## config.mk

```make
export PLATFORM = sky130hd
export DESIGN_NAME = pgg_sqrt
export DESIGN_NICKNAME = d
export VERILOG_FILES = /design/src/rtl/pgg_pkg.sv /design/src/rtl/pgg_sqrt.sv
export SDC_FILE = /design/constraint.sdc
export NUM_CORES = 2
export LEC_CHECK = 0
export ABC_AREA = 1
export BUFFER_PORTS_ARGS = -buffer_cell sky130_fd_sc_hd__clkbuf_2
export CAP_MARGIN = 20
export CORE_MARGIN = 2
export CORE_UTILIZATION = 60
export DETAILED_ROUTE_END_ITERATION = 16
export PLACE_DENSITY = 0.82
export SLEW_MARGIN = 20
export SYNTH_ARGS = -nofsm -noshare
export SYNTH_HDL_FRONTEND = slang
export SYNTH_SLANG_ARGS = --single-unit
```

## constraint.sdc

```tcl
create_clock -name clock -period 23.1 [get_ports clock]
set_clock_uncertainty 0.05 [all_clocks]
set_input_delay 1.155 -clock clock [delete_from_list [all_inputs] [get_ports clock]]
set_output_delay 1.155 -clock clock [all_outputs]
set_load 0.01 [all_outputs]
```

## src/rtl/pgg_pkg.sv

```systemverilog
`timescale 1ns / 1ps
// Shared types and constants of the pairwise gravity gradient core.
package pgg_pkg;

   localparam int COORD_WIDTH    = 32;
   localparam int FRAC_BITS      = 16;
   localparam int MANT_W         = 32;
   localparam int EXP_WIDTH      = 11;
   localparam int DEF_SQRT_STEPS = 4;
   localparam int DEF_DIV_STEPS  = 4;

   typedef logic signed [COORD_WIDTH-1:0] coord_type;
   typedef logic        [COORD_WIDTH-1:0] ucoord_type;
   typedef logic signed [EXP_WIDTH-1:0]   exp_type;

   // pseudo-float: mantissa in [2^31, 2^32) or zero, value m * 2^e
   typedef struct packed {
      logic [MANT_W-1:0] m;
      exp_type           e;
   } pf_type;

   typedef struct packed {
      coord_type  pos_first_x;
      coord_type  pos_first_y;
      coord_type  pos_second_x;
      coord_type  pos_second_y;
      ucoord_type mass_first;
      ucoord_type mass_second;
   } req_type;

   typedef struct packed {
      coord_type grad_first_x;
      coord_type grad_first_y;
      coord_type grad_second_x;
      coord_type grad_second_y;
      logic      coincident;
      logic      saturated;
   } rsp_type;

endpackage

```

## src/rtl/pgg_sqrt.sv

```systemverilog
`timescale 1ns / 1ps
// Pipelined restoring integer square root, a few result bits per stage.
module pgg_sqrt
   import pgg_pkg::*;
#(
   parameter int STEPS = DEF_SQRT_STEPS,
   parameter int TAG_W = 1
) (
   input  logic                clock,
   input  logic                reset,
   input  logic                in_valid,
   input  logic [2*MANT_W-1:0] in_rad,
   input  logic [TAG_W-1:0]    in_tag,
   output logic                out_valid,
   output logic [MANT_W-1:0]   out_root,
   output logic [TAG_W-1:0]    out_tag
);

   localparam int NSTAGE = MANT_W / STEPS;
   localparam int REM_W  = MANT_W + 4;

   logic                valid_ff [NSTAGE];
   logic [REM_W-1:0]    rem_ff   [NSTAGE];
   logic [2*MANT_W-1:0] rad_ff   [NSTAGE];
   logic [MANT_W-1:0]   root_ff  [NSTAGE];
   logic [TAG_W-1:0]    tag_ff   [NSTAGE];

   for (genvar g = 0; g < NSTAGE; g++) begin : g_stage
      logic                valid_src;
      logic [REM_W-1:0]    rem_src, rem_in;
      logic [2*MANT_W-1:0] rad_src, rad_in;
      logic [MANT_W-1:0]   root_src, root_in;
      logic [TAG_W-1:0]    tag_src;

      // pick the beat from the port or from the stage before
      if (g == 0) begin : g_first
         assign valid_src = in_valid;
         assign rem_src   = '0;
         assign rad_src   = in_rad;
         assign root_src  = '0;
         assign tag_src   = in_tag;
      end else begin : g_next
         assign valid_src = valid_ff[g-1];
         assign rem_src   = rem_ff[g-1];
         assign rad_src   = rad_ff[g-1];
         assign root_src  = root_ff[g-1];
         assign tag_src   = tag_ff[g-1];
      end

      // take two radicand bits per step, try root*4+1 against the remainder
      always_comb begin
         logic [REM_W-1:0] t;
         logic [REM_W-1:0] trial;
         rem_in  = rem_src;
         rad_in  = rad_src;
         root_in = root_src;
         for (int i = 0; i < STEPS; i++) begin
            t     = {rem_in[REM_W-3:0], rad_in[2*MANT_W-1 -: 2]};
            trial = REM_W'({root_in, 2'b01});
            if (t >= trial) begin
               rem_in  = t - trial;
               root_in = {root_in[MANT_W-2:0], 1'b1};
            end else begin
               rem_in  = t;
               root_in = {root_in[MANT_W-2:0], 1'b0};
            end
            rad_in = rad_in << 2;
         end
      end

      always_ff @(posedge clock) begin
         if (reset) begin
            valid_ff[g] <= 1'b0;
         end else begin
            valid_ff[g] <= valid_src;
         end
         rem_ff[g]  <= rem_in;
         rad_ff[g]  <= rad_in;
         root_ff[g] <= root_in;
         tag_ff[g]  <= tag_src;
      end
   end

   assign out_valid = valid_ff[NSTAGE-1];
   assign out_root  = root_ff[NSTAGE-1];
   assign out_tag   = tag_ff[NSTAGE-1];

endmodule

```

==> impl_metrics.ini <==
[outcome]
status = finished clean

[synthesis]
ys_seq_elements = 622
synthTopCellsByCount = 3707 x nand2_1, 1753 x inv_1, 1414 x nor2_1, 860 x nand3_1, 706 x o21ai_0
synth_edf_count = 0
async_flop_share_pct = 0
ys_seq_area_share_pct = 17.9
ys_top_cells_by_area = nand2_1 20%, dfxtp_1 18%, ha_1 10%
syn_inst = 12100
synth_top_area_cell = nand2_1
ys_types = 70
yosys.area.top_type_share_pct = 20.0
yosysMostFrequentCell = nand2_1
dominantRegCellSynth = dfxtp_1
postSynthAreaPerCell_um2 = 5.75
ys.warnings.count = 0
synth_area_um2 = 69700

[clock_tree]
cts_sinks = 622
cts_setup_buffers = 0
cts_tree = built
cts.root.buffer_cell = clkbuf_16
cts_hold_buf = 0
clock_latency_ps = 740
cts.htree.levels = 3
clkTransAtPathRegs_ps = 60
postCtsResizedCells = 0
cts_max_path_buffers = 3
cts_made_buffers = 76

[timing]
hold-worst-slack_ps = 245
rsz0062_at_grt = no
tns_ps = 0
setup_violations = 0
worst_pin_slew_ps = 1020
fin_crit_sh_pct = 55.2
finalMaxSlewViolations = 0
relSlewSlack_pct = 31.8
finalHoldViolations = 0
max_freq_ghz = 0.0784
period_minus_slack_ps = 12760

[finish]
drive_gt1_share_pct = 4.80
finalNonFillerCells = 13800
area_growth_pct = 6.22
multi_input_area_um2 = 49600
final_util_pct = 64.0
seq_area_um2 = 12500
nFillCells = 11400
fin_nets = 12800
fin_area_um2 = 74000

[floorplanning]
start_util_pct = 60.2
die_area_um2 = 119000
io_pins = 102
die_h_um = 345
die_w_um = 345
rows = 125
design.core.area_um2 = 116000

[grt]
grt_usage_pct = 41.9
grt_pass1_vias = 73400
grt_max_degree = 44
antenna_found_initial = 6
grt_pass1_wl_mm = 396
grt_overflow = 0

[route]
drt_iter0_markers = 9858
dr.pass1.iters = 8
routed_wl_mm = 260
drt-vias-per-instance = 5.91
vias = 81300
drc = 0
antenna_left = 0
wl_per_cell_um = 18.9

[pwr]
pwr-share-clk_pct = 19.1
p_sw_share_pct = 53.2
power.density_nw_per_um2 = 90.8
comb_power_share_pct = 59.6
ir_worst_vdd_uv = 110
p_int_w = 0.00314
seqPwrFrac_pct = 21.3
leakage_nw = 39.2
switching_power_w = 0.00358

[place]
dpl_cell_area_um2 = 71400
gp_congestion = 1.12
dp_hpwl_mm = 213
dp_cells = 13600
port-buffer-count = 101

[run]
maxCapViolCount = 0

[setup_path]
crit_slowest_cell = clkinv_1
arrival_ps = 13360
crit_path_start_kind = register
crit_top_cell = nand2_1
path_class = reg2reg
critPathMaxFanout = 42
crit_path_max_incr_delay_ps = 870
endpoint_kind = register
required_ps = 23700

[min_path]
hold_class = reg2reg
-- final cells by class --
cell class	instances	area share, %
Antenna cell	5	0.0169
Clock buffer	92	2.77
Clock inverter	47	0.794
Inverter	1800	9.13
Multi-Input combinational cell	9554	67.1
Sequential cell	622	16.8
Tap cell	1524	2.58
Timing Repair Buffer	116	0.835
-- placed cells by master (no fill, tap or decap), types with 45 or more instances in the layout --
master	synthesis	layout
nor2_2	46	47
nand3b_1	91	91
inv_1	1753	1752
nand2_1	3707	3707
or2_2	45	45
ha_1	560	560
o21ai_0	706	706
nor2_1	1414	1413
nand3_1	860	860
xor2_1	211	211
clkbuf_2	0	101
o21a_1	52	52
a31oi_1	74	74
a21oi_1	699	699
xnor2_1	267	267
clkbuf_16	0	76
nand2_2	61	61
nand4_1	239	239
dfxtp_1	622	622
nor3_1	169	169
-- cell families after synthesis --
kind of cell	count (synthesis)	synth area share (%)
AO/OA/AOI/OAI	1716	13.4
XOR/XNOR	478	6.01
adder cells (fa/ha/maj)	560	10.1
buffers and inverters	1942	10.9
flip-flops	622	17.9
multiplexers	1	0.0144
other	1	0.00538
AND/OR/NAND/NOR	6796	41.7
-- flip-flops by register name (all words and copies together) (netlist names) --
register	flops
rem_ff	238
root_ff	144
rad_ff	224
valid_ff	8
tag_ff	8
-- stage by stage --
| step | setup WS [ps] | power [W] |
|---|---|---|
| final | 10340 | 0.00672 |
| after global routing | 9160 | 0.00719 |
| after CTS | 10890 | 0.00658 |
| after detailed placement | 10960 | 0.00528 |
| after global placement | 10980 | 0.00522 |
| after floorplan | 14570 | 0.00421 |
-- path summary, 6_finish.rpt --
check	startpoint	endpoint	slack (ps)	depth (start not counted)
setup / recovery	root_ff[1][65]	root_ff[1][96]	10340	57
hold / removal	rad_ff[3][26]	rad_ff[4][34]	240	0
setup reg to reg	root_ff[1][65]	root_ff[1][96]	10340	57
hold reg to reg	rad_ff[3][26]	rad_ff[4][34]	240	0
-- metal layers --
layer	vias to the layer above	track usage, %	wire length [um]
met5	-	0	73
li1	39100	-	-
met3	931	8.66	28800
met1	36600	54.6	106000
met4	10	19.8	14500
met2	4653	65.9	110000
-- worst max-delay path: cells and delay by family (launching register included) --
family	cells	cell delay, ps
compound gates	9	2870
flops	1	480
buf+inv	13	2820
fa+ha+maj	4	1550
simple gates	31	4830
-- power by group through the flow --
stage | combinational [W] | sequential (W) | clock, W
finish | 0.00401 | 0.00143 | 0.00128
CTS | 0.00387 | 0.00142 | 0.00129
global route | 0.00442 | 0.00144 | 0.00133
global placement | 0.00378 | 0.00144 | 0
floorplan | 0.00286 | 0.00136 | 0
detailed placement | 0.00384 | 0.00144 | 0
(Power assumes the default switching activity.)
