$ cat config.mk
export PLATFORM = sky130hd
export DESIGN_NAME = pgg_div
export DESIGN_NICKNAME = d
export VERILOG_FILES = /design/src/rtl/pgg_pkg.sv /design/src/rtl/pgg_div.sv
export SDC_FILE = /design/constraint.sdc
export NUM_CORES = 2
export LEC_CHECK = 0
export ABC_AREA = 0
export BUFFER_PORTS_ARGS = -buffer_cell sky130_fd_sc_hd__buf_2
export CAP_MARGIN = 10
export CORE_ASPECT_RATIO = 0.5
export CORE_MARGIN = 3
export CORE_UTILIZATION = 60
export CTS_CLUSTER_SIZE = 12
export DETAILED_ROUTE_END_ITERATION = 6
export PLACE_DENSITY = 0.77
export SLEW_MARGIN = 20
export SYNTH_ARGS = -nofsm -noshare
export SYNTH_HDL_FRONTEND = slang
export SYNTH_SLANG_ARGS = --single-unit
$ cat constraint.sdc
create_clock -name clock -period 13.75 [get_ports clock]
set_input_delay 0.6875 -clock clock [delete_from_list [all_inputs] [get_ports clock]]
set_output_delay 0.6875 -clock clock [all_outputs]
set_load 0.005 [all_outputs]
$ cat src/rtl/pgg_pkg.sv
`timescale 1ns / 1ps
// Shared types and constants of the pairwise gravity gradient core.
package pgg_pkg;

   localparam int COORD_WIDTH    = 32;
   localparam int FRAC_BITS      = 16;
   localparam int MANT_W         = 32;
   localparam int EXP_WIDTH      = 11;
   localparam int DEF_SQRT_STEPS = 4;
   localparam int DEF_DIV_STEPS  = 4;

   typedef logic signed [COORD_WIDTH-1:0] coord_type;
   typedef logic        [COORD_WIDTH-1:0] ucoord_type;
   typedef logic signed [EXP_WIDTH-1:0]   exp_type;

   // pseudo-float: mantissa in [2^31, 2^32) or zero, value m * 2^e
   typedef struct packed {
      logic [MANT_W-1:0] m;
      exp_type           e;
   } pf_type;

   typedef struct packed {
      coord_type  pos_first_x;
      coord_type  pos_first_y;
      coord_type  pos_second_x;
      coord_type  pos_second_y;
      ucoord_type mass_first;
      ucoord_type mass_second;
   } req_type;

   typedef struct packed {
      coord_type grad_first_x;
      coord_type grad_first_y;
      coord_type grad_second_x;
      coord_type grad_second_y;
      logic      coincident;
      logic      saturated;
   } rsp_type;

endpackage

$ cat src/rtl/pgg_div.sv
`timescale 1ns / 1ps
// Pipelined restoring divider for quotients known to fit one mantissa.
module pgg_div
   import pgg_pkg::*;
#(
   parameter int STEPS = DEF_DIV_STEPS,
   parameter int TAG_W = 1
) (
   input  logic                clock,
   input  logic                reset,
   input  logic                in_valid,
   input  logic [2*MANT_W-1:0] in_num,
   input  logic [MANT_W-1:0]   in_den,
   input  logic [TAG_W-1:0]    in_tag,
   output logic                out_valid,
   output logic [MANT_W-1:0]   out_quot,
   output logic [TAG_W-1:0]    out_tag
);

   localparam int NSTAGE = MANT_W / STEPS;

   logic              valid_ff [NSTAGE];
   logic [MANT_W-1:0] rem_ff   [NSTAGE];
   logic [MANT_W-1:0] low_ff   [NSTAGE];
   logic [MANT_W-1:0] quot_ff  [NSTAGE];
   logic [MANT_W-1:0] den_ff   [NSTAGE];
   logic [TAG_W-1:0]  tag_ff   [NSTAGE];

   for (genvar g = 0; g < NSTAGE; g++) begin : g_stage
      logic              valid_src;
      logic [MANT_W-1:0] rem_src, rem_in;
      logic [MANT_W-1:0] low_src, low_in;
      logic [MANT_W-1:0] quot_src, quot_in;
      logic [MANT_W-1:0] den_src;
      logic [TAG_W-1:0]  tag_src;

      // the upper half of the dividend starts as the remainder
      if (g == 0) begin : g_first
         assign valid_src = in_valid;
         assign rem_src   = in_num[2*MANT_W-1:MANT_W];
         assign low_src   = in_num[MANT_W-1:0];
         assign quot_src  = '0;
         assign den_src   = in_den;
         assign tag_src   = in_tag;
      end else begin : g_next
         assign valid_src = valid_ff[g-1];
         assign rem_src   = rem_ff[g-1];
         assign low_src   = low_ff[g-1];
         assign quot_src  = quot_ff[g-1];
         assign den_src   = den_ff[g-1];
         assign tag_src   = tag_ff[g-1];
      end

      // shift in one dividend bit per step and subtract where it fits
      always_comb begin
         logic [MANT_W:0] t;
         rem_in  = rem_src;
         low_in  = low_src;
         quot_in = quot_src;
         for (int i = 0; i < STEPS; i++) begin
            t = {rem_in, low_in[MANT_W-1]};
            if (t >= {1'b0, den_src}) begin
               rem_in  = MANT_W'(t - {1'b0, den_src});
               quot_in = {quot_in[MANT_W-2:0], 1'b1};
            end else begin
               rem_in  = t[MANT_W-1:0];
               quot_in = {quot_in[MANT_W-2:0], 1'b0};
            end
            low_in = low_in << 1;
         end
      end

      always_ff @(posedge clock) begin
         if (reset) begin
            valid_ff[g] <= 1'b0;
         end else begin
            valid_ff[g] <= valid_src;
         end
         rem_ff[g]  <= rem_in;
         low_ff[g]  <= low_in;
         quot_ff[g] <= quot_in;
         den_ff[g]  <= den_src;
         tag_ff[g]  <= tag_src;
      end
   end

   assign out_valid = valid_ff[NSTAGE-1];
   assign out_quot  = quot_ff[NSTAGE-1];
   assign out_tag   = tag_ff[NSTAGE-1];

endmodule

==> results_dict.tcl <==
set metrics [dict create \
    gp_congestion 1.01 \
    path_clk_slew_ns 0.08 \
    syn_inst 9324 \
    grt_max_degree 36 \
    finalNonFillerCells 11400 \
    status "finished, violations left" \
    row_count 91 \
    grt_pass1_vias 66200 \
    criticalPathCategory "register to register" \
    synthArstFlopShare 0 \
    ant_nets 0 \
    clk_path_buf_depth 3 \
    die_height_um 258 \
    pin_count 134 \
    finClkSkew_ns 0.0419 \
    slew_headroom -0.353 \
    yosysUniqueCellTypes 101 \
    start_util 0.611 \
    yosys_warnings 0 \
    slowest_stage "or4_1" \
    hold_viol 0 \
    cts_inserted_buffers 76 \
    grt_pass1_wl_mm 365 \
    nNetsFinal 10900 \
    setup_viol 0 \
    crit_required_ns 14.33 \
    avgSynthCellArea_um2 8.15 \
    synth_edf_count 0 \
    synth_fp_nets 10500 \
    crit_top_cell "a21o_1" \
    seq_area_frac_synth 0.190 \
    hold_path_class "primary input to register" \
    wl_per_cell_um 20.7 \
    cts_tree "done" \
    cts-root-buf "clkbuf_16" \
    mostFrequentLayoutCells "1024 x ha_1, 900 x a21oi_1, 715 x dfxtp_1, 627 x nor2_1, 618 x mux2_2" \
    die_x_um 509 \
    antenna_found_initial 15 \
    htreeDepth 3 \
    cpPeakStageDelay_ns 0.46 \
    violations "max-capacitance violations, max-slew violations" \
    dp_hpwl_mm 194 \
    layout_commonest_cell "ha_1" \
    end_kind "register" \
    postRouteWirelength_mm 237 \
    track_usage 0.345 \
    dr.pass1.iters 6 \
    syn_to_final_growth_pct 10.1 \
    via_per_inst 6.30 \
    cp.arrival_ns 13.87 \
    rrSetupSlack_ns 0.46 \
    fmax_ghz 0.0753 \
    drt-initial-drc-count 7139 \
    clk_latency_ns 0.71 \
    crit_fanout 23 \
    fin_crit_ns 13.29 \
    cap_violations 1 \
    drv_slew 3 \
    grt.overflow.total 0 \
    drive_gt1_frac 0.145 \
    tns_ns 0 \
    cts_num_sinks 720 \
    synthFlopType "dfxtp_1" \
    dp.cells 11300 \
    vias 72200 \
    syn-cell-area_mm2 0.0760 \
    coreArea_mm2 0.124 \
    route.detailed.drc 0 \
    synth_seq_cells 720 \
    start_kind "register" \
    die_area_mm2 0.131 \
    finalCritPeriodShare 0.966 \
    portBuffers 133 \
    ctsHoldBuffers 0 \
    postLayoutCoreUtil 0.672 \
    worst_pin_slew_ns 1.98 \
]
timing repair:
action,in CTS,in global routing
endpoints found under the setup margin,23,197
pin swaps,1,6
gates cloned,0,2
gates resized for setup,2,54
setup buffers,0,16
per-stage QoR:
step	setup WS, ns	hold WS, ns	cell area [um^2]
after floorplan	1.30	0.310	76000
after global placement	0.00407	0.310	80900
after detailed placement	0.0333	0.312	80900
after CTS	0.0649	0.0292	83300
after global routing	-0.0332	0.0449	83600
final	0.462	0.0669	83600
per-layer routing:
layer / GRT usage / vias up / routed length, um
met1: 0.491 / 33700 / 107000
met5: 0 / - / 42
met3: 0.0683 / 398 / 23500
met2: 0.526 / 2982 / 99400
met4: 0.101 / 6 / 7040
li1: - / 35000 / -
layout make-up:
class / count / area [um^2]
Multi-Input combinational cell: 7820 / 58700
Fill cell: 10600 / 40800
Sequential cell: 720 / 14400
Timing Repair Buffer: 521 / 3740
Inverter: 592 / 2240
Tap cell: 1674 / 2090
Clock buffer: 93 / 2080
Clock inverter: 20 / 319
Antenna cell: 5 / 12.5
cells in the mapped netlist (15+ instances only):
| cell type | count | area share |
|---|---|---|
| o2111ai_1 | 17 | 0.0020 |
| a21boi_0 | 35 | 0.0035 |
| a21o_1 | 444 | 0.044 |
| o21a_1 | 161 | 0.016 |
| buf_2 | 56 | 0.0037 |
| nor3_1 | 171 | 0.011 |
| o21bai_1 | 112 | 0.011 |
| o21ai_0 | 552 | 0.036 |
| a2111oi_0 | 29 | 0.0033 |
| nor2_1 | 630 | 0.031 |
| and3_1 | 98 | 0.0081 |
| a31o_2 | 29 | 0.0033 |
| nand4_1 | 138 | 0.011 |
| dfxtp_1 | 720 | 0.19 |
| xor2_1 | 266 | 0.031 |
| buf_1 | 22 | 0.0011 |
| o31a_1 | 27 | 0.0031 |
| o31ai_1 | 46 | 0.0045 |
| a221oi_1 | 29 | 0.0033 |
| xnor2_1 | 540 | 0.062 |
| clkbuf_1 | 104 | 0.0051 |
| a41oi_1 | 15 | 0.0017 |
| o41ai_1 | 22 | 0.0025 |
| nor3b_1 | 18 | 0.0018 |
| a211oi_1 | 103 | 0.010 |
| nand2_1 | 583 | 0.029 |
| a31oi_1 | 92 | 0.0076 |
| nor2b_1 | 138 | 0.011 |
| mux2_2 | 618 | 0.092 |
| nand3_1 | 198 | 0.013 |
| nand2b_1 | 113 | 0.0093 |
| or3_1 | 52 | 0.0043 |
| a21oi_1 | 902 | 0.059 |
| and2_1 | 48 | 0.0040 |
| o211ai_1 | 50 | 0.0049 |
| nand3b_1 | 16 | 0.0016 |
| fa_1 | 31 | 0.0082 |
| mux2i_1 | 80 | 0.011 |
| ha_1 | 1024 | 0.17 |
| inv_1 | 584 | 0.029 |
| or2_2 | 49 | 0.0040 |
| a311oi_1 | 16 | 0.0018 |
| nor4_1 | 38 | 0.0031 |
| a211o_1 | 25 | 0.0029 |
| and4_1 | 33 | 0.0038 |
registers in the layout, summed over array words and instances (netlist names):
signal,count
den_ff,224
quot_ff,144
low_ff,112
rem_ff,224
tag_ff,8
valid_ff,8
kinds of logic (layout without fill, tap and decap cells):
group,after synthesis,count (layout),share of synthesized area
fa+ha+maj,1055,1055,0.177
compound gates,2882,2883,0.244
other cells,0,5,0
simple gates,2360,2361,0.151
buf+inv,786,1226,0.0405
flops,720,720,0.190
mux,715,715,0.105
xor+xnor,806,806,0.0929
final timing paths:
| kind | start | endpoint | depth (start not counted) |
|---|---|---|---|
| worst min register to register | low_ff[1][15]$_DFF_P_ | low_ff[2][19]$_DFF_P_ | 0 |
| worst max-delay path | den_ff[1][1]$_DFF_P_ | rem_ff[2][16]$_DFF_P_ | 51 |
| worst max register to register | den_ff[1][1]$_DFF_P_ | rem_ff[2][16]$_DFF_P_ | 51 |
| worst min-delay path | in_num[27] | low_ff[0][27]$_DFF_P_ | 1 |
critical path, delay by kind of cell (launching register included):
kind,cells,cell delay (ns)
compound gates,32,7.67
fa+ha+maj,4,1.44
mux,4,1.33
buf+inv,7,1.32
simple gates,4,0.99
flops,1,0.39
Power is not shown: default switching activity piles up to over one toggle a cycle in this logic, so the estimate is an artifact.
